===== config.mk =====
export PLATFORM = sky130hd
export DESIGN_NAME = chc_prep
export DESIGN_NICKNAME = d
export VERILOG_FILES = /design/src/design/chc_pkg.sv /design/src/design/chc_prep.sv
export SDC_FILE = /design/constraint.sdc
export NUM_CORES = 1
export LEC_CHECK = 0
export ABC_CLOCK_PERIOD_IN_PS = 3250
export BUFFER_PORTS_ARGS = -buffer_cell sky130_fd_sc_hd__buf_2
export CORE_MARGIN = 5
export CORE_UTILIZATION = 55
export CTS_BUF_LIST = sky130_fd_sc_hd__clkbuf_4 sky130_fd_sc_hd__clkbuf_8
export CTS_CLUSTER_DIAMETER = 200
export DETAILED_ROUTE_END_ITERATION = 8
export GPL_TIMING_DRIVEN = 0
export PLACE_DENSITY = 0.93
export SKIP_CTS_REPAIR_TIMING = 1
export SYNTH_ARGS = -nofsm -noshare
export SYNTH_HDL_FRONTEND = slang
export SYNTH_SLANG_ARGS = --single-unit

===== constraint.sdc =====
create_clock -name clock -period 3.25 [get_ports clock]
set_input_delay 0.1625 -clock clock [delete_from_list [all_inputs] [get_ports clock]]
set_output_delay 0.1625 -clock clock [all_outputs]
set_load 0.05 [all_outputs]

===== src/design/chc_pkg.sv =====
// Shared types, widths and constants of the compass heading core.
package chc_pkg;

   // Number of vectoring micro-rotations; step counts above 32 act as 32.
   localparam int CORDIC_STEPS = 18;
   localparam int MAX_STEPS    = 32;
   localparam int NUM_STEPS    = (CORDIC_STEPS > MAX_STEPS) ? MAX_STEPS : CORDIC_STEPS;

   // Vector carries 20 fractional bits below the 17-bit magnitude plus CORDIC growth.
   localparam int VEC_SHIFT = 20;
   localparam int VEC_W     = 40;
   // Accumulated angle, signed Q16 scaled degrees.
   localparam int Z_W       = 25;
   localparam int ATAN_W    = 24;
   localparam int Q_W       = 23;
   localparam int H_W       = 26;
   localparam int DEG_W     = 9;

   localparam logic [Q_W-1:0] QUARTER_Q16 = 23'd5898232;
   localparam logic [H_W-1:0] FULL_Q16    = 26'd23592960;
   localparam logic [DEG_W:0] DEG_MAX     = 10'd359;

   // Register indexes of the configuration port.
   localparam logic REG_X_OFFSET = 1'b0;
   localparam logic REG_Y_OFFSET = 1'b1;

   localparam logic signed [15:0] X_OFFSET_RESET = 16'sd213;
   localparam logic signed [15:0] Y_OFFSET_RESET = -16'sd251;

   // atan(2^-i) in Q16 degrees with the 57.2957 radian factor.
   localparam logic [ATAN_W-1:0] ATAN_TAB [0:MAX_STEPS] = '{
      24'd2949116, 24'd1740965, 24'd919878, 24'd466944, 24'd234378, 24'd117303,
      24'd58666, 24'd29335, 24'd14668, 24'd7334, 24'd3667, 24'd1833, 24'd917,
      24'd458, 24'd229, 24'd115, 24'd57, 24'd29, 24'd14, 24'd7, 24'd4, 24'd2,
      24'd1, 24'd0, 24'd0, 24'd0, 24'd0, 24'd0, 24'd0, 24'd0, 24'd0, 24'd0,
      24'd0
   };

   // Per-transaction flags that ride alongside the vector.
   typedef struct packed {
      logic zero_vec;
      logic b_zero;
      logic swapped;
      logic x_neg;
      logic y_neg;
   } chc_side_type;

endpackage


===== src/design/chc_prep.sv =====
// Offset correction, absolute value and octant folding, three register stages.
module chc_prep
   import chc_pkg::*;
(
   input  logic                    clock,
   input  logic                    reset,
   input  logic                    in_valid,
   input  logic signed [15:0]      raw_x,
   input  logic signed [15:0]      raw_y,
   input  logic signed [15:0]      x_offset,
   input  logic signed [15:0]      y_offset,
   output logic                    out_valid,
   output logic signed [VEC_W-1:0] out_vx,
   output logic signed [VEC_W-1:0] out_vy,
   output chc_side_type            out_side
);

   logic                    v1_ff, v2_ff, v3_ff;
   logic signed [15:0]      cx_ff, cy_ff;
   logic signed [15:0]      cx_in, cy_in;
   logic [16:0]             ax_ff, ay_ff, ax_in, ay_in;
   logic                    xn2_ff, yn2_ff, zv2_ff;
   logic signed [VEC_W-1:0] vx_ff, vy_ff, vx_in, vy_in;
   chc_side_type            side_ff, side_in;

   // Stage one: hard-iron correction wraps in 16 bits.
   assign cx_in = raw_x - x_offset;
   assign cy_in = raw_y - y_offset;

   // Stage two: magnitudes in 17 bits so that -32768 is representable.
   always_comb begin
      ax_in = cx_ff[15] ? (17'd0 - {1'b1, cx_ff}) : {1'b0, cx_ff};
      ay_in = cy_ff[15] ? (17'd0 - {1'b1, cy_ff}) : {1'b0, cy_ff};
   end

   // Stage three: fold into the first octant and scale up.
   always_comb begin
      side_in.zero_vec = zv2_ff;
      side_in.x_neg    = xn2_ff;
      side_in.y_neg    = yn2_ff;
      side_in.swapped  = (ay_ff > ax_ff);
      if (ay_ff > ax_ff) begin
         vx_in          = $signed({3'b000, ay_ff, {VEC_SHIFT{1'b0}}});
         vy_in          = $signed({3'b000, ax_ff, {VEC_SHIFT{1'b0}}});
         side_in.b_zero = (ax_ff == 17'd0);
      end else begin
         vx_in          = $signed({3'b000, ax_ff, {VEC_SHIFT{1'b0}}});
         vy_in          = $signed({3'b000, ay_ff, {VEC_SHIFT{1'b0}}});
         side_in.b_zero = (ay_ff == 17'd0);
      end
   end

   always_ff @(posedge clock) begin
      if (reset) begin
         v1_ff <= 1'b0;
         v2_ff <= 1'b0;
         v3_ff <= 1'b0;
      end else begin
         v1_ff <= in_valid;
         v2_ff <= v1_ff;
         v3_ff <= v2_ff;
      end
   end

   always_ff @(posedge clock) begin
      cx_ff   <= cx_in;
      cy_ff   <= cy_in;
      ax_ff   <= ax_in;
      ay_ff   <= ay_in;
      xn2_ff  <= cx_ff[15];
      yn2_ff  <= cy_ff[15];
      zv2_ff  <= (cx_ff == 16'sd0) && (cy_ff == 16'sd0);
      vx_ff   <= vx_in;
      vy_ff   <= vy_in;
      side_ff <= side_in;
   end

   assign out_valid = v3_ff;
   assign out_vx    = vx_ff;
   assign out_vy    = vy_ff;
   assign out_side  = side_ff;

endmodule


==> metrics.cfg <==
[timing]
rsz0062_at_grt=no
tns_ns=0
final_max_slew_viol_count=0
fmax_ghz=0.3966
skew_ns=0.01203
fin_crit_ns=2.521
worst_pin_slew_ns=0.5784
setup_viol=0
hold_violations=0
fin_crit_sh=0.7758
relSlewSlack=0.6044
whs_ns=0.01453

[clock_tree]
htree_levels=3
clockBufferDepth=2
path_clk_slew_ns=0.10
cts_tree=built
root_buffer=clkbuf_8
clkLatencyLatePin_ns=0.36
cts_buffers=9
cts_sinks=111

[power]
p_seq_frac=0.390
intPower_mw=3.251
vdd_drop_max_mv=0.6207
combPwrFrac=0.477
switching_share=0.4250
power.leakage_nw=3.430
pwr-share-clk=0.133
p_sw_mw=2.403
powerDensity_mw_per_mm2=825.3

[setup_path]
crit_type=flop to flop
start_kind=flop
cp.arrival_ns=2.76
worstSetupEndpointType=flop
worstPathRequired_ns=3.49
critPathMaxFanout=10

[global_routing]
antenna_found_initial=0
grt_first_pass_wirelength_mm=18.71
grt_max_degree=18
grt_pass1_vias=4277
grt_usage=0.1761
gr-total-overflow=0

[finish]
area_delta_synth_final_pct=18.56
diodes=0
stdcell_count=882
final_net_count=859
layout_commonest_cell=dfxtp_1
final_cell_mix=111 x dfxtp_1, 106 x buf_2, 66 x inv_1
finalInstanceArea_sq_mm=0.006850
fin_util=0.6665
drive_gt1_frac=0.2895

[route]
drt_iter0_drc=206
detail_route.vias_per_cell=4.949
vias=4365
finalWirelength_mm=11.15
postRouteAntennaNets=0
wl_per_cell_um=12.64
drt_pre_antenna_iters=6
route.detailed.drc=0

[floorplanning]
die_h_um=112.5
die_area_sq_mm=0.01266
start_util=0.5622
io_pins=153
floorplan.rows=37
dieWidth_um=112.5
placeableCoreArea_sq_mm=0.01028

[place]
dpl.hpwl_mm=9.403
place.gp.congestion=0.9104
post_dp_cell_area_sq_mm=0.006655
dp.cells=865
io_buffers=106

[logic_synthesis]
synth_async_sr_flop_share=0
yosys_most_used_dff=dfxtp_1
synth_cell_types=59
ys_ff_latch=111
synth-edff-count=0
yosys_warnings=0
syn_area_per_cell_sq_um=10.03
ys_seq_area_frac=0.3846
synth_area_sq_mm=0.005778
synth_area_leader_cell=dfxtp_1
synth_cells=576
ys_top_cells_by_area=dfxtp_1 38%, ha_1 11%, mux2_4 7.5%
synth_top_cell_area_share=0.3846

[job]
drv_cap=0

[min_path]
min_path_type=input pin to flop

[outcome]
status=completed

==> sequential cells by signal (all words and copies together), names as in the netlist, 5 cells and up <==
signal and flops:
out_side 5, cx_ff 16, out_vx 17, ay_ff 17, out_vy 17, ax_ff 17, cy_ff 16
==> synth_stat cells, types with 3 or more instances <==
library cell	n
dfxtp_1	111
inv_1	66
ha_1	49
buf_4	46
xnor2_1	45
mux2_4	29
nand2_1	22
o21ai_0	22
a21oi_1	19
nor2_1	16
nor4_1	14
nand3_1	10
nor2b_1	10
nand4_1	7
o21a_1	7
mux2_2	6
o31ai_1	6
nand2b_1	5
xor2_1	5
a2111oi_0	4
a21o_1	4
nor3_1	4
o41ai_1	4
a221o_1	3
and2_1	3
buf_6	3
clkbuf_1	3
nand3b_1	3
o211ai_1	3
or4_1	3
==> power groups by stage <==
stage          combinational [mW]  sequential (mW)  clock, mW
2_1_floorplan                1.46             2.88          0
3_3_place_gp                 2.63             2.19          0
3_5_place_dp                 2.70             2.24          0
4_1_cts                      2.71             2.20      0.779
5_1_grt                      2.89             2.27      0.845
6_report                     2.70             2.21      0.752
==> layout make-up <==
type | instances | area (sq um)
well taps | 136 | 170.2
clock inverters | 3 | 25.02
clock buffers | 13 | 160.2
fillers | 803 | 3427
repair buffers | 107 | 540.5
flip-flops and latches | 111 | 2222
plain buffers | 52 | 390.4
inverters | 66 | 247.7
multi-input cells | 394 | 3094
==> per-stage QoR <==
| step | power (mW) | setup WS (ns) |
|---|---|---|
| floorplan | 4.337 | 0.9975 |
| global placement | 4.829 | 0.8213 |
| detailed placement | 4.940 | 0.7450 |
| CTS | 5.689 | 0.7333 |
| global route | 6.012 | 0.5798 |
| finish | 5.653 | 0.7287 |
==> kinds of logic after synthesis <==
family / synth area share
compound gates: 0.1221
other cells: 0.0006490
mux: 0.08705
xor+xnor: 0.07579
flops: 0.3846
fa+ha+maj: 0.1130
buf+inv: 0.1104
simple gates: 0.1063
==> layer usage <==
metal,vias to the layer above,wire length (um),track usage
met5,-,0,0
met4,0,372,0.08173
met3,29,671,0.03827
met2,140,5531,0.3079
met1,1967,4574,0.2051
li1,2229,-,-
==> worst max-delay path: stages, from the launching register on <==
cell and delay (ns):
dfxtp_1 0.43, inv_1 0.07, ha_1 0.31, a21o_1 0.16, a221o_1 0.33, a221oi_2 0.28, o21a_2 0.21, nor2_2 0.10
buf_6 0.20, mux2_4 0.31
==> worst paths after layout <==
check	start	to	slack (ns)	cells past startpoint
min reg2reg	xn2_ff	out_side[1]	0.33	0
max	ax_ff[10]	out_vx[28]	0.73	9
max reg2reg	ax_ff[10]	out_vx[28]	0.73	9
min	in_valid	v1_ff	0.01	2
Note: power is estimated with default switching activity, not from simulation.
