==> src/design/chc_pkg.sv <==
// Shared types, widths and constants of the compass heading core.
package chc_pkg;

   // Number of vectoring micro-rotations; step counts above 32 act as 32.
   localparam int CORDIC_STEPS = 18;
   localparam int MAX_STEPS    = 32;
   localparam int NUM_STEPS    = (CORDIC_STEPS > MAX_STEPS) ? MAX_STEPS : CORDIC_STEPS;

   // Vector carries 20 fractional bits below the 17-bit magnitude plus CORDIC growth.
   localparam int VEC_SHIFT = 20;
   localparam int VEC_W     = 40;
   // Accumulated angle, signed Q16 scaled degrees.
   localparam int Z_W       = 25;
   localparam int ATAN_W    = 24;
   localparam int Q_W       = 23;
   localparam int H_W       = 26;
   localparam int DEG_W     = 9;

   localparam logic [Q_W-1:0] QUARTER_Q16 = 23'd5898232;
   localparam logic [H_W-1:0] FULL_Q16    = 26'd23592960;
   localparam logic [DEG_W:0] DEG_MAX     = 10'd359;

   // Register indexes of the configuration port.
   localparam logic REG_X_OFFSET = 1'b0;
   localparam logic REG_Y_OFFSET = 1'b1;

   localparam logic signed [15:0] X_OFFSET_RESET = 16'sd213;
   localparam logic signed [15:0] Y_OFFSET_RESET = -16'sd251;

   // atan(2^-i) in Q16 degrees with the 57.2957 radian factor.
   localparam logic [ATAN_W-1:0] ATAN_TAB [0:MAX_STEPS] = '{
      24'd2949116, 24'd1740965, 24'd919878, 24'd466944, 24'd234378, 24'd117303,
      24'd58666, 24'd29335, 24'd14668, 24'd7334, 24'd3667, 24'd1833, 24'd917,
      24'd458, 24'd229, 24'd115, 24'd57, 24'd29, 24'd14, 24'd7, 24'd4, 24'd2,
      24'd1, 24'd0, 24'd0, 24'd0, 24'd0, 24'd0, 24'd0, 24'd0, 24'd0, 24'd0,
      24'd0
   };

   // Per-transaction flags that ride alongside the vector.
   typedef struct packed {
      logic zero_vec;
      logic b_zero;
      logic swapped;
      logic x_neg;
      logic y_neg;
   } chc_side_type;

endpackage

==> src/design/chc_finish.sv <==
// Octant clamp, quadrant mapping and whole-degree result, two register stages.
module chc_finish
   import chc_pkg::*;
(
   input  logic                  clock,
   input  logic                  reset,
   input  logic                  in_valid,
   input  logic signed [Z_W-1:0] in_z,
   input  chc_side_type          in_side,
   output logic                  out_valid,
   output logic [DEG_W-1:0]      out_deg
);

   logic                 v1_ff, v2_ff;
   logic [Q_W-1:0]       q_ff, q_in;
   logic [Q_W-1:0]       oct;
   chc_side_type         side_ff;
   logic [DEG_W-1:0]     deg_ff, deg_in;
   logic [H_W-1:0]       h, q_ext, quarter_ext;
   logic [DEG_W:0]       deg_raw;

   // Stage one: clamp the octant angle, then reflect about 45 degrees if folded.
   always_comb begin
      if (in_side.b_zero || in_z[Z_W-1]) begin
         oct = '0;
      end else if (in_z > $signed({{(Z_W-ATAN_W){1'b0}}, ATAN_TAB[0]})) begin
         oct = ATAN_TAB[0][Q_W-1:0];
      end else begin
         oct = in_z[Q_W-1:0];
      end
      q_in = in_side.swapped ? (QUARTER_Q16 - oct) : oct;
   end

   // Stage two: place the angle in its quadrant and truncate to degrees.
   always_comb begin
      q_ext       = {{(H_W-Q_W){1'b0}}, q_ff};
      quarter_ext = {{(H_W-Q_W){1'b0}}, QUARTER_Q16};
      if (!side_ff.y_neg) begin
         h = side_ff.x_neg ? ((quarter_ext << 1) - q_ext) : q_ext;
      end else begin
         h = side_ff.x_neg ? (FULL_Q16 - (quarter_ext << 1) + q_ext) : (FULL_Q16 - q_ext);
      end
      deg_raw = h[H_W-1:16];
      if (side_ff.zero_vec) begin
         deg_in = '0;
      end else if (deg_raw > DEG_MAX) begin
         deg_in = DEG_MAX[DEG_W-1:0];
      end else begin
         deg_in = deg_raw[DEG_W-1:0];
      end
   end

   always_ff @(posedge clock) begin
      if (reset) begin
         v1_ff <= 1'b0;
         v2_ff <= 1'b0;
      end else begin
         v1_ff <= in_valid;
         v2_ff <= v1_ff;
      end
   end

   always_ff @(posedge clock) begin
      q_ff    <= q_in;
      side_ff <= in_side;
      deg_ff  <= deg_in;
   end

   assign out_valid = v2_ff;
   assign out_deg   = deg_ff;

endmodule

==> config.mk <==
export PLATFORM = sky130hd
export DESIGN_NAME = chc_finish
export DESIGN_NICKNAME = d
export VERILOG_FILES = /design/src/design/chc_pkg.sv /design/src/design/chc_finish.sv
export SDC_FILE = /design/constraint.sdc
export NUM_CORES = 1
export LEC_CHECK = 0
export ABC_AREA = 1
export ABC_CLOCK_PERIOD_IN_PS = 2000
export BUFFER_PORTS_ARGS = -buffer_cell sky130_fd_sc_hd__buf_2
export CAP_MARGIN = 20
export CELL_PAD_IN_SITES_DETAIL_PLACEMENT = 1
export CELL_PAD_IN_SITES_GLOBAL_PLACEMENT = 1
export CORE_ASPECT_RATIO = 1.2
export CORE_MARGIN = 10
export CORE_UTILIZATION = 35
export DETAILED_ROUTE_END_ITERATION = 10
export PLACE_DENSITY = 0.77
export SLEW_MARGIN = 20
export SYNTH_ARGS = -nofsm -noshare
export SYNTH_HDL_FRONTEND = slang
export SYNTH_SLANG_ARGS = --single-unit
==> constraint.sdc <==
create_clock -name clock -period 2 [get_ports clock]
set_input_delay 0.1 -clock clock [delete_from_list [all_inputs] [get_ports clock]]
set_output_delay 0.1 -clock clock [all_outputs]
set_load 0.05 [all_outputs]
==> results of run 1 <==
sequential cells by signal (all words and copies together) (netlist names):
register   cells
out_valid      1
side_ff        3
v1_ff          1
out_deg        9
q_ff          23
kinds of logic after synthesis:
kind of cell,after synthesis
buffers and inverters,74
AOI/OAI and AO/OA,33
and+or+nand+nor,282
DFF,37
adders and majority gates,1
xor gates and xnor gates,17
power by group through the flow:
stage,clock network (W),logic [W],registers (W)
2_1_floorplan,0,0.000277,0.000910
6_report,0.000674,0.000691,0.000865
3_3_place_gp,0,0.000574,0.000857
4_1_cts,0.000668,0.000620,0.000848
5_1_grt,0.000700,0.000753,0.000870
3_5_place_dp,0,0.000598,0.000861
what timing repair did:
item | 4_1_cts | 5_1_grt
pin swaps | 5 | 39
endpoints found under the setup margin | 6 | 19
setup buffers | 1 | 3
hold buffers | 4 | 0
hold endpoints to repair | 5 | 0
gates resized for setup | 13 | 66
layout make-up:
cell class,count,share of cell area [%]
clock inverter,2,1.00
sequential,37,19.5
multi-input combinational,333,46.2
tap,90,2.91
timing repair buffer,126,22.2
inverter,65,6.29
clock buffer,6,1.87
stage by stage:
step	hold slack (ns)	area [um2]	utilization (%)	total power (W)
6_report	0.00439	3880	53.6	0.00223
2_1_floorplan	0.128	2600	-	0.00119
4_1_cts	0.00996	3650	50.4	0.00214
3_5_place_dp	0.206	3450	47.7	0.00146
5_1_grt	0.0225	3880	53.6	0.00232
3_3_place_gp	0.203	3450	47.7	0.00143
metal layers:
metal	global-route usage (%)	vias to the layer above	part of all wire, %
li1	-	1616	-
met1	16.8	1573	35
met2	36.5	122	55
met3	2.78	42	4.7
met4	9.38	0	5.1
met5	0	-	0
tightest hold or removal path, stage by stage:
cell and delay [ns]:
sky130_fd_sc_hd__buf_2 0.07, sky130_fd_sc_hd__inv_1 0.03, sky130_fd_sc_hd__nor2_1 0.07
path summary, 6_finish.rpt:
path,start,end,slack (ns),depth (start not counted)
worst min-delay path,in_valid,v1_ff,0.004,3
worst max-delay path,q_ff[14],out_deg[7],-0.18,14
worst max register to register,q_ff[14],out_deg[7],-0.18,14
worst min register to register,v1_ff,out_valid,0.43,2
layout by cell type, fill, tap and decap left out, types with 6 or more instances in the layout:
cell                      count
sky130_fd_sc_hd__o21ai_0     10
sky130_fd_sc_hd__nand2_2     11
sky130_fd_sc_hd__nor2_1      49
sky130_fd_sc_hd__dfxtp_1     30
sky130_fd_sc_hd__inv_1       56
sky130_fd_sc_hd__nor2_2      25
sky130_fd_sc_hd__inv_2        9
sky130_fd_sc_hd__xnor2_1      6
sky130_fd_sc_hd__buf_2       42
sky130_fd_sc_hd__nor2_4       6
sky130_fd_sc_hd__nand2_1    127
sky130_fd_sc_hd__nand4_1      8
sky130_fd_sc_hd__nand3_2      9
sky130_fd_sc_hd__nor3_1       7
sky130_fd_sc_hd__xor2_1      11
sky130_fd_sc_hd__a21oi_1     10
sky130_fd_sc_hd__buf_4       77
sky130_fd_sc_hd__nand3_1     25
==> results.txt, run 1 <==
The proportion of power drawn by flip-flops and latches is 38.8%, and the number of diodes is 0. For the total negative slack for setup checks, the log shows -0.831 ns. The largest single stage delay on the critical path is 0.43 ns. The logs give 0.000775 W for the net switching power and 32 for the number of different library cells in the post-synthesis netlist.

The layout has 1,008 filler cells. Of all cell types, the one taking the most synthesized area is sky130_fd_sc_hd__dfxtp_1. The count of input and output buffers was 42.

In this run, the combinational gates consume 31.0% of the power. Clock-pin slew was measured on the worst setup and hold paths at 0.09 ns. The tools report the number of pins with negative max-slew slack in the final report as 0.

TritonCTS built the clock tree. The run gives 1.91 nW as the leakage power of the design. After legalization and detailed placement, the total HPWL measured 8.06 mm. The clock arrives with 0.0144 ns of skew. The number of H-tree branching levels is 2, and the overflow left after global routing is 0. The signal on the critical path passes through nand3_1 -> nor2_2 -> buf_6 -> nand4_1 -> a21oi_2 -> o21ai_2 -> nand2_1 -> nand2_1 -> nand2_1 -> nand2_2 -> nor2_4 -> nor2_2 -> nand2_1 -> inv_1. Synthesis inferred 37 register bits. The combinational family with the most area after synthesis was simple AND/OR/NAND/NOR gates. Counting both buffers and inverters, the worst setup path holds a total of 2. After the flow finishes, the layout carries non-filler instances totaling 659. The synthesized netlist devotes 5.73% of its cell area to XOR and XNOR gates. The most used flip-flop cell after synthesis is sky130_fd_sc_hd__dfxtp_1. For the weighted congestion at the end of routability-driven global placement, the log shows 0.905. The checks that failed: setup timing. The slowest stage of the critical path is the sky130_fd_sc_hd__dfxtp_1 cell. The internal portion of the total power is 0.00145 W. Data on the critical path is required at its endpoint by 2.21 ns.

Ratio of total power to cell area: 575 mW/mm2. The worst setup path is captured at a flop. Summing the areas of all and, or, nand and nor instances in the mapped netlist gives 47.3% of the synthesized area. Ranked by total cell area, the synthesized netlist is headed by sky130_fd_sc_hd__dfxtp_1 (28%), sky130_fd_sc_hd__nand2_1 (20%), sky130_fd_sc_hd__nor2_1 (11%), sky130_fd_sc_hd__inv_1 (8.7%), sky130_fd_sc_hd__nand3_1 (6.5%). The final wirelength came out at 11.2 mm. Share of cell area taken by muxes after synthesis: 0%.

The run gives 0 as the total number of yosys warnings. Counting every instance in the synthesized netlist gives 444. Worst slew margin relative to its limit: 72.6%.

Summing the areas of all compound-gate instances in the mapped netlist gives 7.03% of the synthesized area. The worst-case IR drop observed on VDD is 0.345 mV. In the final routed layout, each cell accounts on average for 17.0 um.

In the synthesized netlist the async set-or-reset flop fraction comes to 0%. The site row count is 34. The longest clock path from root to sink contains 2 buffers. The share of total power consumed by net switching is 34.8%, and the measured slew at the worst slew-check pin is 0.410 ns. The tool flagged a number of max-cap violations equal to 0. Post-synthesis average cell area: 5.86 um2.

The run gives 37 as the CTS sink count. The number of nets handed over by synthesis was 478. The clock root buffer is sky130_fd_sc_hd__clkbuf_8.

After synthesis the cells add up to 0.00260 mm2. The tools report the overall track demand over capacity in global routing as 18.1%. For the worst setup path, the data arrival time is 2.39 ns. In the routed layout, each cell is associated on average with a via count of 5.09. The multi-input combinational cells in the finished layout cover a total of 0.00179 mm2. The most frequent cell on the critical path is sky130_fd_sc_hd__nand2_1. The kind of cell adding the most delay to the critical path was simple AND/OR/NAND/NOR gates.

The clock network is responsible for 30.2% of the overall power. The first-iteration detailed-routing DRC count came out at 101. The commonest cells after synthesis are sky130_fd_sc_hd__nand2_1 (136), sky130_fd_sc_hd__nor2_1 (74), sky130_fd_sc_hd__inv_1 (60). The first TritonRoute pass finished after 4 iterations. Based on the critical path, the design can be clocked at up to 460 MHz.

Once the floorplan was initialized, standard cells occupied 36.0% of the core. The number of nets at the end of the flow is 602, and the detailed-route via count is 3,353. The worst setup margin is -0.175 ns, and the final antenna-violating net count is 0. The first global-routing pass estimated 16.9 mm of wire.

The via count of the first global-routing pass came out at 3,582. Of the available clock period, the critical path in the final layout requires 109%. In this run the biggest area consumer among cell types represents 28.5% of the synthesized area. OpenSTA, run right after detailed placement, puts the worst setup slack at -0.270 ns.

In the final layout, the share of cells above drive strength 1 is 37.8%. Counting flops with a built-in enable in the synthesized netlist gives 0. Entering global routing, the biggest net connects 21 pins. The core region is 0.00723 mm2. In this run, placement finished with an instance count of 643. Setup repair after global routing could not meet its margin everywhere. 43 I/O pins were placed.

The die outline width works out to 98.7 um. The run finished, with violations left. Along the worst path, the maximum fanout reaches 6. The area growth from synthesis to layout is 49.1%, and the floorplan die area is 0.0113 mm2. Number of antenna violations at the first check in global routing: 0. The later pin in the worst-skew pair is clocked with a latency of 0.30 ns. The most numerous cell in the Yosys netlist was sky130_fd_sc_hd__nand2_1. The worst setup path category is reg -> reg. The share of the yosys chip area belonging to registers is 28.5%. In this run the worst hold path is classified as in -> reg. CTS buffer count: 5. The post-synthesis share of cell area spent on full adders, half adders and majority gates is 0.481%, and the number of hold violations in the final report is 0. The die is 114 um tall. The residual DRC count was 0. The clock period minus worst slack is 2.18 ns. The run gives 6 as the final setup violation count.

Sequential standard cell area: 754 um2. The worst setup path is launched from a flop.
Note: power is estimated with default switching activity, not from simulation.
==> run 2, diff against run 1 <==
PLACE_DENSITY = not set   (was 0.77)
PLACE_DENSITY_LB_ADDON = 0.1   (was not set)
SKIP_CTS_REPAIR_TIMING = 1   (was not set)
==> results.txt, run 2 (synthesized netlist as in run 1, its figures left out) <==
The flow ran to the end, but the final reports show violations. Violated checks: setup timing (unchanged). The path category of the worst min-delay check is in -> reg (unchanged). The number of pins with negative max-slew slack in the final report was 0 (unchanged); the total power was 0.00227 W (was 0.00223 W). For the buffer depth of the longest clock path, the log shows 2 (unchanged). The clock period minus worst slack works out to 2.05 ns (was 2.18 ns). The kind of end point of the critical path is a flop (unchanged). The first-iteration detailed-routing DRC count is 59 (was 101).

The logs give 70.9% (was 72.6%) for the worst slew margin relative to its limit and 1,049 (was 1,008) for the number of fill cells. The run gives 0 (unchanged) as the number of hold violations in the final report. The final wirelength is 8.91 mm (was 11.2 mm), and the flip-flop count of the largest register, all copies and words added is 23 (unchanged). The clock-pin slew on the worst setup and hold paths came out at 0.07 ns (was 0.09 ns). The tools report the data required time of the critical path as 2.16 ns (was 2.21 ns).

The CTS buffer count was 5 (unchanged); the site row count was 34 (unchanged). The fraction of layout cells with a size suffix above 1 is 34.4% (was 37.8%), and the maximum vdd ir drop is 0.468 mV (was 0.345 mV). Highest fanout seen on the critical path: 5 (was 6). The ratio of total power to cell area was 587 mW/mm2 (was 575 mW/mm2); the overall track demand over capacity in global routing was 16.2% (was 18.1%). Crit-path cells: nor2_1 -> nand2_2 -> nor2_1 -> inv_1 -> nor2_4 -> nand4_1 -> nand2_1 -> nand3_2 -> nand2_1 -> nand2_1 -> nand2_1 -> nand3_2 -> nor2_2 -> buf_6 -> nor3_1 (was nand3_1 -> nor2_2 -> buf_6 -> nand4_1 -> a21oi_2 -> o21ai_2 -> nand2_1 -> nand2_1 -> nand2_1 -> nand2_2 -> nor2_4 -> nor2_2 -> nand2_1 -> inv_1).

CTS sink count: 37 (unchanged). The number of cells on the worst reg-to-reg path is 15 (was 14). The worst setup path category was reg -> reg (unchanged).

TritonCTS built the clock tree. The fraction of the cycle the final worst path needs was 102% (was 109%). Setup repair after global routing could not meet its margin everywhere. The critical path buffer and inverter count came out at 2 (unchanged). The largest register by flop count is q_ff (unchanged). The tools report the number of placed I/O pins as 43 (unchanged).

Most common cell after layout, fill and taps aside: sky130_fd_sc_hd__nand2_1 (unchanged). The largest net degree at the start of global routing was 15 (was 21). The logs give 15.4 mm (was 16.9 mm) for the wire length of the first global-routing pass and 2.21 ns (was 2.39 ns) for the data arrival time of the critical path. The tools report the effective utilization at floorplan as 36.0% (unchanged). Internal power: 0.00159 W (was 0.00145 W). The worst clock skew came out at 0.00796 ns (was 0.0144 ns). Most frequent cell on the critical path: sky130_fd_sc_hd__nand2_1 (unchanged). The final antenna-violating net count is 0 (unchanged). The area growth from synthesis to layout was 49.0% (was 49.1%). The overall die height was 114 um (unchanged). The worst setup margin is -0.0474 ns (was -0.175 ns). The proportion of power drawn by flip-flops and latches is 37.3% (was 38.8%).

The leakage power of the design came out at 1.95 nW (was 1.91 nW). The category of the worst setup path launch point is a flop (unchanged). Start point of the critical path: q_ff[3] (was q_ff[14]). The final setup violation count was 5 (was 6). The number of cells after detailed placement is 650 (was 643), and the number of nets at the end of the flow is 609 (was 602). The tools report the latest clock arrival within the worst-skew pair as 0.29 ns (was 0.30 ns). For the floorplan die area, the log shows 0.0113 mm2 (unchanged). The number of max-capacitance violations reported was 0 (unchanged); the share of power burned in the clock network was 33.6% (was 30.2%). The measured slew at the worst slew-check pin is 0.436 ns (was 0.410 ns). The critical-path cell with the highest stage delay was sky130_fd_sc_hd__dfxtp_1 (unchanged).

Most frequent cells in the layout: sky130_fd_sc_hd__nand2_1 (130), sky130_fd_sc_hd__buf_4 (86), sky130_fd_sc_hd__inv_1 (59) (was sky130_fd_sc_hd__nand2_1 (127), sky130_fd_sc_hd__buf_4 (77), sky130_fd_sc_hd__inv_1 (56)). The number of antenna violations at the first check in global routing is 0 (unchanged), and the residual DRC count is 0 (unchanged). The tools report the critical register-to-register path startpoint as q_ff[3] (was q_ff[14]).

The run gives 0.00723 mm2 (unchanged) as the area of the core region. The kind of cell adding the most delay to the critical path is simple AND/OR/NAND/NOR gates (unchanged). Count of cell instances traversed by the critical path: 15 (was 14). The tools report the clock root buffer as sky130_fd_sc_hd__clkbuf_8 (unchanged).

The tools report the number of H-tree branching levels as 2 (unchanged). Via count of the first global-routing pass: 3,527 (was 3,582). The average detailed-routed wire length per instance was 13.4 um (was 17.0 um); the relative contribution of combinational cells to total power was 29.1% (was 31.0%).

The tools report the weighted congestion at the end of routability-driven global placement as 0.901 (was 0.905). The die outline width was 98.7 um (unchanged); the share of total power consumed by net switching was 30.2% (was 34.8%). For the detailed placer's ending HPWL, the log shows 7.68 mm (was 8.06 mm). The first-pass iteration count of the detailed router was 4 (unchanged); the worst setup slack for register-to-register paths was -0.05 ns (was -0.18 ns).

The overflow left after global routing is 0 (unchanged), and the count of input and output buffers is 42 (unchanged). The number of diodes is 0 (unchanged), and the largest stage delay on the critical path is 0.30 ns (was 0.43 ns). The count of placed standard cells in the final layout, fillers left out came out at 666 (was 659). The highest clock rate is 488 MHz (was 460 MHz), and the number of vias per cell after detailed routing is 4.78 (was 5.09).

The net switching power is 0.000687 W (was 0.000775 W). The capture point of the worst reg-to-reg path was out_deg[3] (was out_deg[7]). The detailed-route via count is 3,186 (was 3,353).

Capturing instance or port of the critical path: out_deg[3] (was out_deg[7]).
run 2: how the worst min path moves through the flow:
stage / start / cells after the start / to
6_report: in_valid / 3 / v1_ff
5_1_grt: in_valid / 3 / v1_ff
4_1_cts: in_side[4] / 1 / side_ff[4]
3_5_place_dp: in_side[4] / 1 / side_ff[4]
3_3_place_gp: in_side[4] / 1 / side_ff[4]
2_1_floorplan: in_side[0] / 0 / side_ff[0]
run 2: layout make-up:
type | instances | area, um2 | area share (%)
clock buffer | 5 | 68.8 | 1.78
clock inverter | 3 | 65.1 | 1.68
inverter | 65 | 244 | 6.30
multi-input combinational | 333 | 1730 | 44.6
sequential | 37 | 747 | 19.3
tap | 90 | 113 | 2.91
timing repair buffer | 133 | 907 | 23.4
run 2: power groups by stage:
stage | registers, W | clock network, W | logic (W)
3_5_place_dp | 0.000858 | 0 | 0.000607
2_1_floorplan | 0.000910 | 0 | 0.000277
5_1_grt | 0.000856 | 0.000814 | 0.000736
3_3_place_gp | 0.000856 | 0 | 0.000586
6_report | 0.000848 | 0.000763 | 0.000662
4_1_cts | 0.000841 | 0.000785 | 0.000611
run 2: metrics by stage:
stage	setup TNS (ns)	util (%)	hold slack, ns	area [um2]	setup WS (ns)
2_1_floorplan	0	-	0.128	2600	0.0224
3_3_place_gp	-1.95	48.4	0.203	3500	-0.187
3_5_place_dp	-4.02	48.4	0.206	3500	-0.302
4_1_cts	-1.13	50.3	-0.0990	3640	-0.226
5_1_grt	-1.32	53.6	0.0452	3870	-0.220
6_report	-0.205	53.6	0.0203	3870	-0.0474
run 2: tightest hold or removal path: cells and delay by family:
family | cells | cell delay (ns)
buffers and inverters | 2 | 0.11
AND/OR/NAND/NOR | 1 | 0.06
run 2: metal layers:
| layer | part of all wire [%] | wire length [um] | track usage (%) | vias to the layer above |
|---|---|---|---|---|
| met1 | 35 | 3150 | 14.1 | 1468 |
| met3 | 2.6 | 232 | 1.93 | 24 |
| met5 | 0 | 0 | 0 | - |
| li1 | - | - | - | 1632 |
| met4 | 3.6 | 322 | 7.46 | 0 |
| met2 | 58 | 5200 | 34.5 | 62 |
==> run 3, diff against run 2 <==
HOLD_SLACK_MARGIN = 0.05   (was not set)
==> results.txt, run 3 (synthesized netlist as in run 1, its figures left out) <==
For the weighted congestion at the end of routability-driven global placement, the log shows 0.901 (unchanged). Final antenna-violating net count: 0 (unchanged). The highest signal layer in the routed design is met4 (unchanged).

The buffer depth of the longest clock path is 2 (unchanged), and the area growth from synthesis to layout is 49.4% (was 49.0%). Sequential standard cell area: 747 um2 (unchanged). The most common cell after layout, fill and taps aside is sky130_fd_sc_hd__nand2_1 (unchanged). The relative contribution of combinational cells to total power came out at 29.2% (was 29.1%). The endpoint with the worst hold slack is q_ff[0] (was v1_ff). The launch point of the worst hold path was in_z[0] (was in_valid).

The logs give 0 (unchanged) for the number of antenna violations at the first check in global routing and 7.68 mm (unchanged) for the detailed placer's ending HPWL. The overall die height came out at 114 um (unchanged). Setup repair after global routing could not meet its margin everywhere. For the site row count, the log shows 34 (unchanged). The worst setup path category was reg -> reg (unchanged).

The largest register by flop count was q_ff (unchanged). The number of nets at the end of the flow came out at 610 (was 609). The tools report the kind of end point of the critical path as a flop (unchanged). The number of placed I/O pins was 43 (unchanged). Crit-path cells: nor2_1 -> nand2_2 -> nor2_1 -> inv_1 -> nor2_4 -> nand4_1 -> nand2_1 -> nand3_2 -> nand2_1 -> nand2_1 -> nand2_1 -> nand3_2 -> nor2_2 -> buf_6 -> nor3_1 (unchanged). The number of H-tree branching levels was 2 (unchanged). The run gives 0.000687 W (about the same) as the net switching power. The tools report the first-iteration detailed-routing DRC count as 59 (unchanged).

The share of power burned in the clock network is 33.5% (was 33.6%), and the data required time of the critical path is 2.16 ns (about the same). The total power was 0.00227 W (about the same); the fraction of the cycle the final worst path needs was 102% (about the same). For the data arrival time of the critical path, the log shows 2.21 ns (about the same). The number of vias per cell after detailed routing works out to 4.77 (was 4.78). The fraction of layout cells with a size suffix above 1 came out at 34.3% (was 34.4%). Length of routed met2 wiring: 5.19 mm (was 5.20 mm). The latest clock arrival within the worst-skew pair was 0.29 ns (about the same); the detailed-route via count was 3,183 (was 3,186). The floorplan die area was 0.0113 mm2 (unchanged).

The clock-pin slew on the worst setup and hold paths is 0.07 ns (about the same), and the number of pins with negative max-slew slack in the final report is 0 (unchanged). TritonCTS built the clock tree. The highest fanout seen on the critical path is 5 (unchanged), and the number of cells on the worst reg-to-reg path is 15 (unchanged).

Violated checks: setup timing (unchanged). Largest net degree at the start of global routing: 15 (unchanged). Most frequent cells in the layout: sky130_fd_sc_hd__nand2_1 (130), sky130_fd_sc_hd__buf_4 (86), sky130_fd_sc_hd__inv_1 (59) (unchanged).

The critical-path cell with the highest stage delay is sky130_fd_sc_hd__dfxtp_1 (unchanged). The number of max-capacitance violations reported is 0 (unchanged). Kind of cell adding the most delay to the critical path: simple AND/OR/NAND/NOR gates (unchanged). The worst clock skew is 0.00796 ns (unchanged), and the measured slew at the worst slew-check pin is 0.436 ns (about the same).

The logs give 3,527 (unchanged) for the via count of the first global-routing pass and 8.90 mm (was 8.91 mm) for the final wirelength. The number of hold violations in the final report came out at 0 (unchanged). The most frequent cell on the critical path was sky130_fd_sc_hd__nand2_1 (unchanged).

The number of fill cells was 1,050 (was 1,049); the first-pass iteration count of the detailed router was 4 (unchanged). Category of the worst setup path launch point: a flop (unchanged). The final setup violation count was 5 (unchanged). The critical register-to-register path startpoint is q_ff[3] (unchanged). Clock root buffer: sky130_fd_sc_hd__clkbuf_8 (unchanged).

The CTS sink count is 37 (unchanged), and the residual DRC count is 0 (unchanged). For the leakage power of the design, the log shows 1.95 nW (about the same). The flow ran to the end, but the final reports show violations. The worst hold path stage count is 3 (unchanged), and the overflow left after global routing is 0 (unchanged). The effective utilization at floorplan came out at 36.0% (unchanged). The largest stage delay on the critical path is 0.30 ns (about the same).

Overall track demand over capacity in global routing: 16.2% (unchanged). For the worst slew margin relative to its limit, the log shows 70.9% (about the same). The proportion of power drawn by flip-flops and latches was 37.3% (about the same); the worst setup slack for register-to-register paths was -0.05 ns (about the same). The count of input and output buffers works out to 42 (unchanged). The share of total power consumed by net switching is 30.2% (about the same).

The logs give 0.00723 mm2 (unchanged) for the area of the core region and 229 um (was 232 um) for the sum of met3 wire segment lengths after detailed routing. The average detailed-routed wire length per instance is 13.3 um (was 13.4 um), and the CTS buffer count is 5 (unchanged). The clock period minus worst slack works out to 2.05 ns (about the same). The die outline width was 98.7 um (unchanged). The capture point of the worst reg-to-reg path is out_deg[3] (unchanged). The logs give 488 MHz (about the same) for the highest clock rate and 0.00173 mm2 (unchanged) for the area occupied by multi-input gates.

For the post-route met1 wirelength, the log shows 3.16 mm (was 3.15 mm). The total negative slack for setup checks came out at -0.213 ns (was -0.205 ns). The tools report the number of diodes as 0 (unchanged). The path category of the worst min-delay check was in -> reg (unchanged). The flip-flop count of the largest register, all copies and words added came out at 23 (unchanged).

The run gives -0.0489 ns (was -0.0474 ns) as the worst setup margin. The run gives 15.4 mm (unchanged) as the wire length of the first global-routing pass. The critical path buffer and inverter count came out at 2 (unchanged). The ratio of total power to cell area was 586 mW/mm2 (was 587 mW/mm2); the maximum vdd ir drop was 0.468 mV (about the same). The run gives 0.00159 W (about the same) as the internal power.
[run 3: changes by cell type in the layout (fill, tap and decap cells not counted)]
cell	delta
sky130_fd_sc_hd__dlygate4sd3_1	+1
[run 3: final cells by class]
cell class	count	area share, %
inverter	65	6.28
sequential	37	19.2
clock buffer	5	1.77
tap	90	2.90
clock inverter	3	1.68
timing repair buffer	134	23.6
multi-input combinational	333	44.5
[run 3: layer usage]
| layer | vias up | track usage [%] |
|---|---|---|
| li1 | 1634 | - |
| met1 | 1465 | 14.1 |
| met2 | 60 | 34.5 |
| met3 | 24 | 1.93 |
| met4 | 0 | 7.46 |
| met5 | - | 0 |
[run 3: worst max path at each step]
stage | from | to | cells past startpoint
after global placement | in_z[0] | q_ff[18] | 22
final | q_ff[3] | out_deg[3] | 15
after global routing | q_ff[11] | out_deg[0] | 15
after floorplan | in_z[0] | q_ff[18] | 21
after detailed placement | in_z[0] | q_ff[18] | 22
after CTS | q_ff[0] | out_deg[2] | 17
[run 3: worst min-delay path, cell delays in order]
cell,delay (ns)
sky130_fd_sc_hd__buf_2,0.12
sky130_fd_sc_hd__inv_1,0.08
sky130_fd_sc_hd__nor2_2,0.04
[run 3: power by group through the flow]
| stage | clock network (W) | registers [W] | logic (W) |
|---|---|---|---|
| final | 0.000763 | 0.000848 | 0.000664 |
| after global placement | 0 | 0.000856 | 0.000586 |
| after CTS | 0.000785 | 0.000841 | 0.000611 |
| after floorplan | 0 | 0.000910 | 0.000277 |
| after detailed placement | 0 | 0.000858 | 0.000607 |
| after global routing | 0.000814 | 0.000856 | 0.000737 |
[run 3: stage by stage]
stage / instance area (um2) / hold WS, ns / cells / setup slack, ns / utilization [%]
3_5_place_dp: 3500 / 0.206 / 650 / -0.302 / 48.4
5_1_grt: 3880 / 0.0848 / 667 / -0.220 / 53.7
2_1_floorplan: 2600 / 0.128 / 444 / 0.0224 / -
4_1_cts: 3640 / -0.0990 / 658 / -0.226 / 50.3
3_3_place_gp: 3500 / 0.203 / 650 / -0.187 / 48.4
6_report: 3880 / 0.0905 / 667 / -0.0489 / 53.7
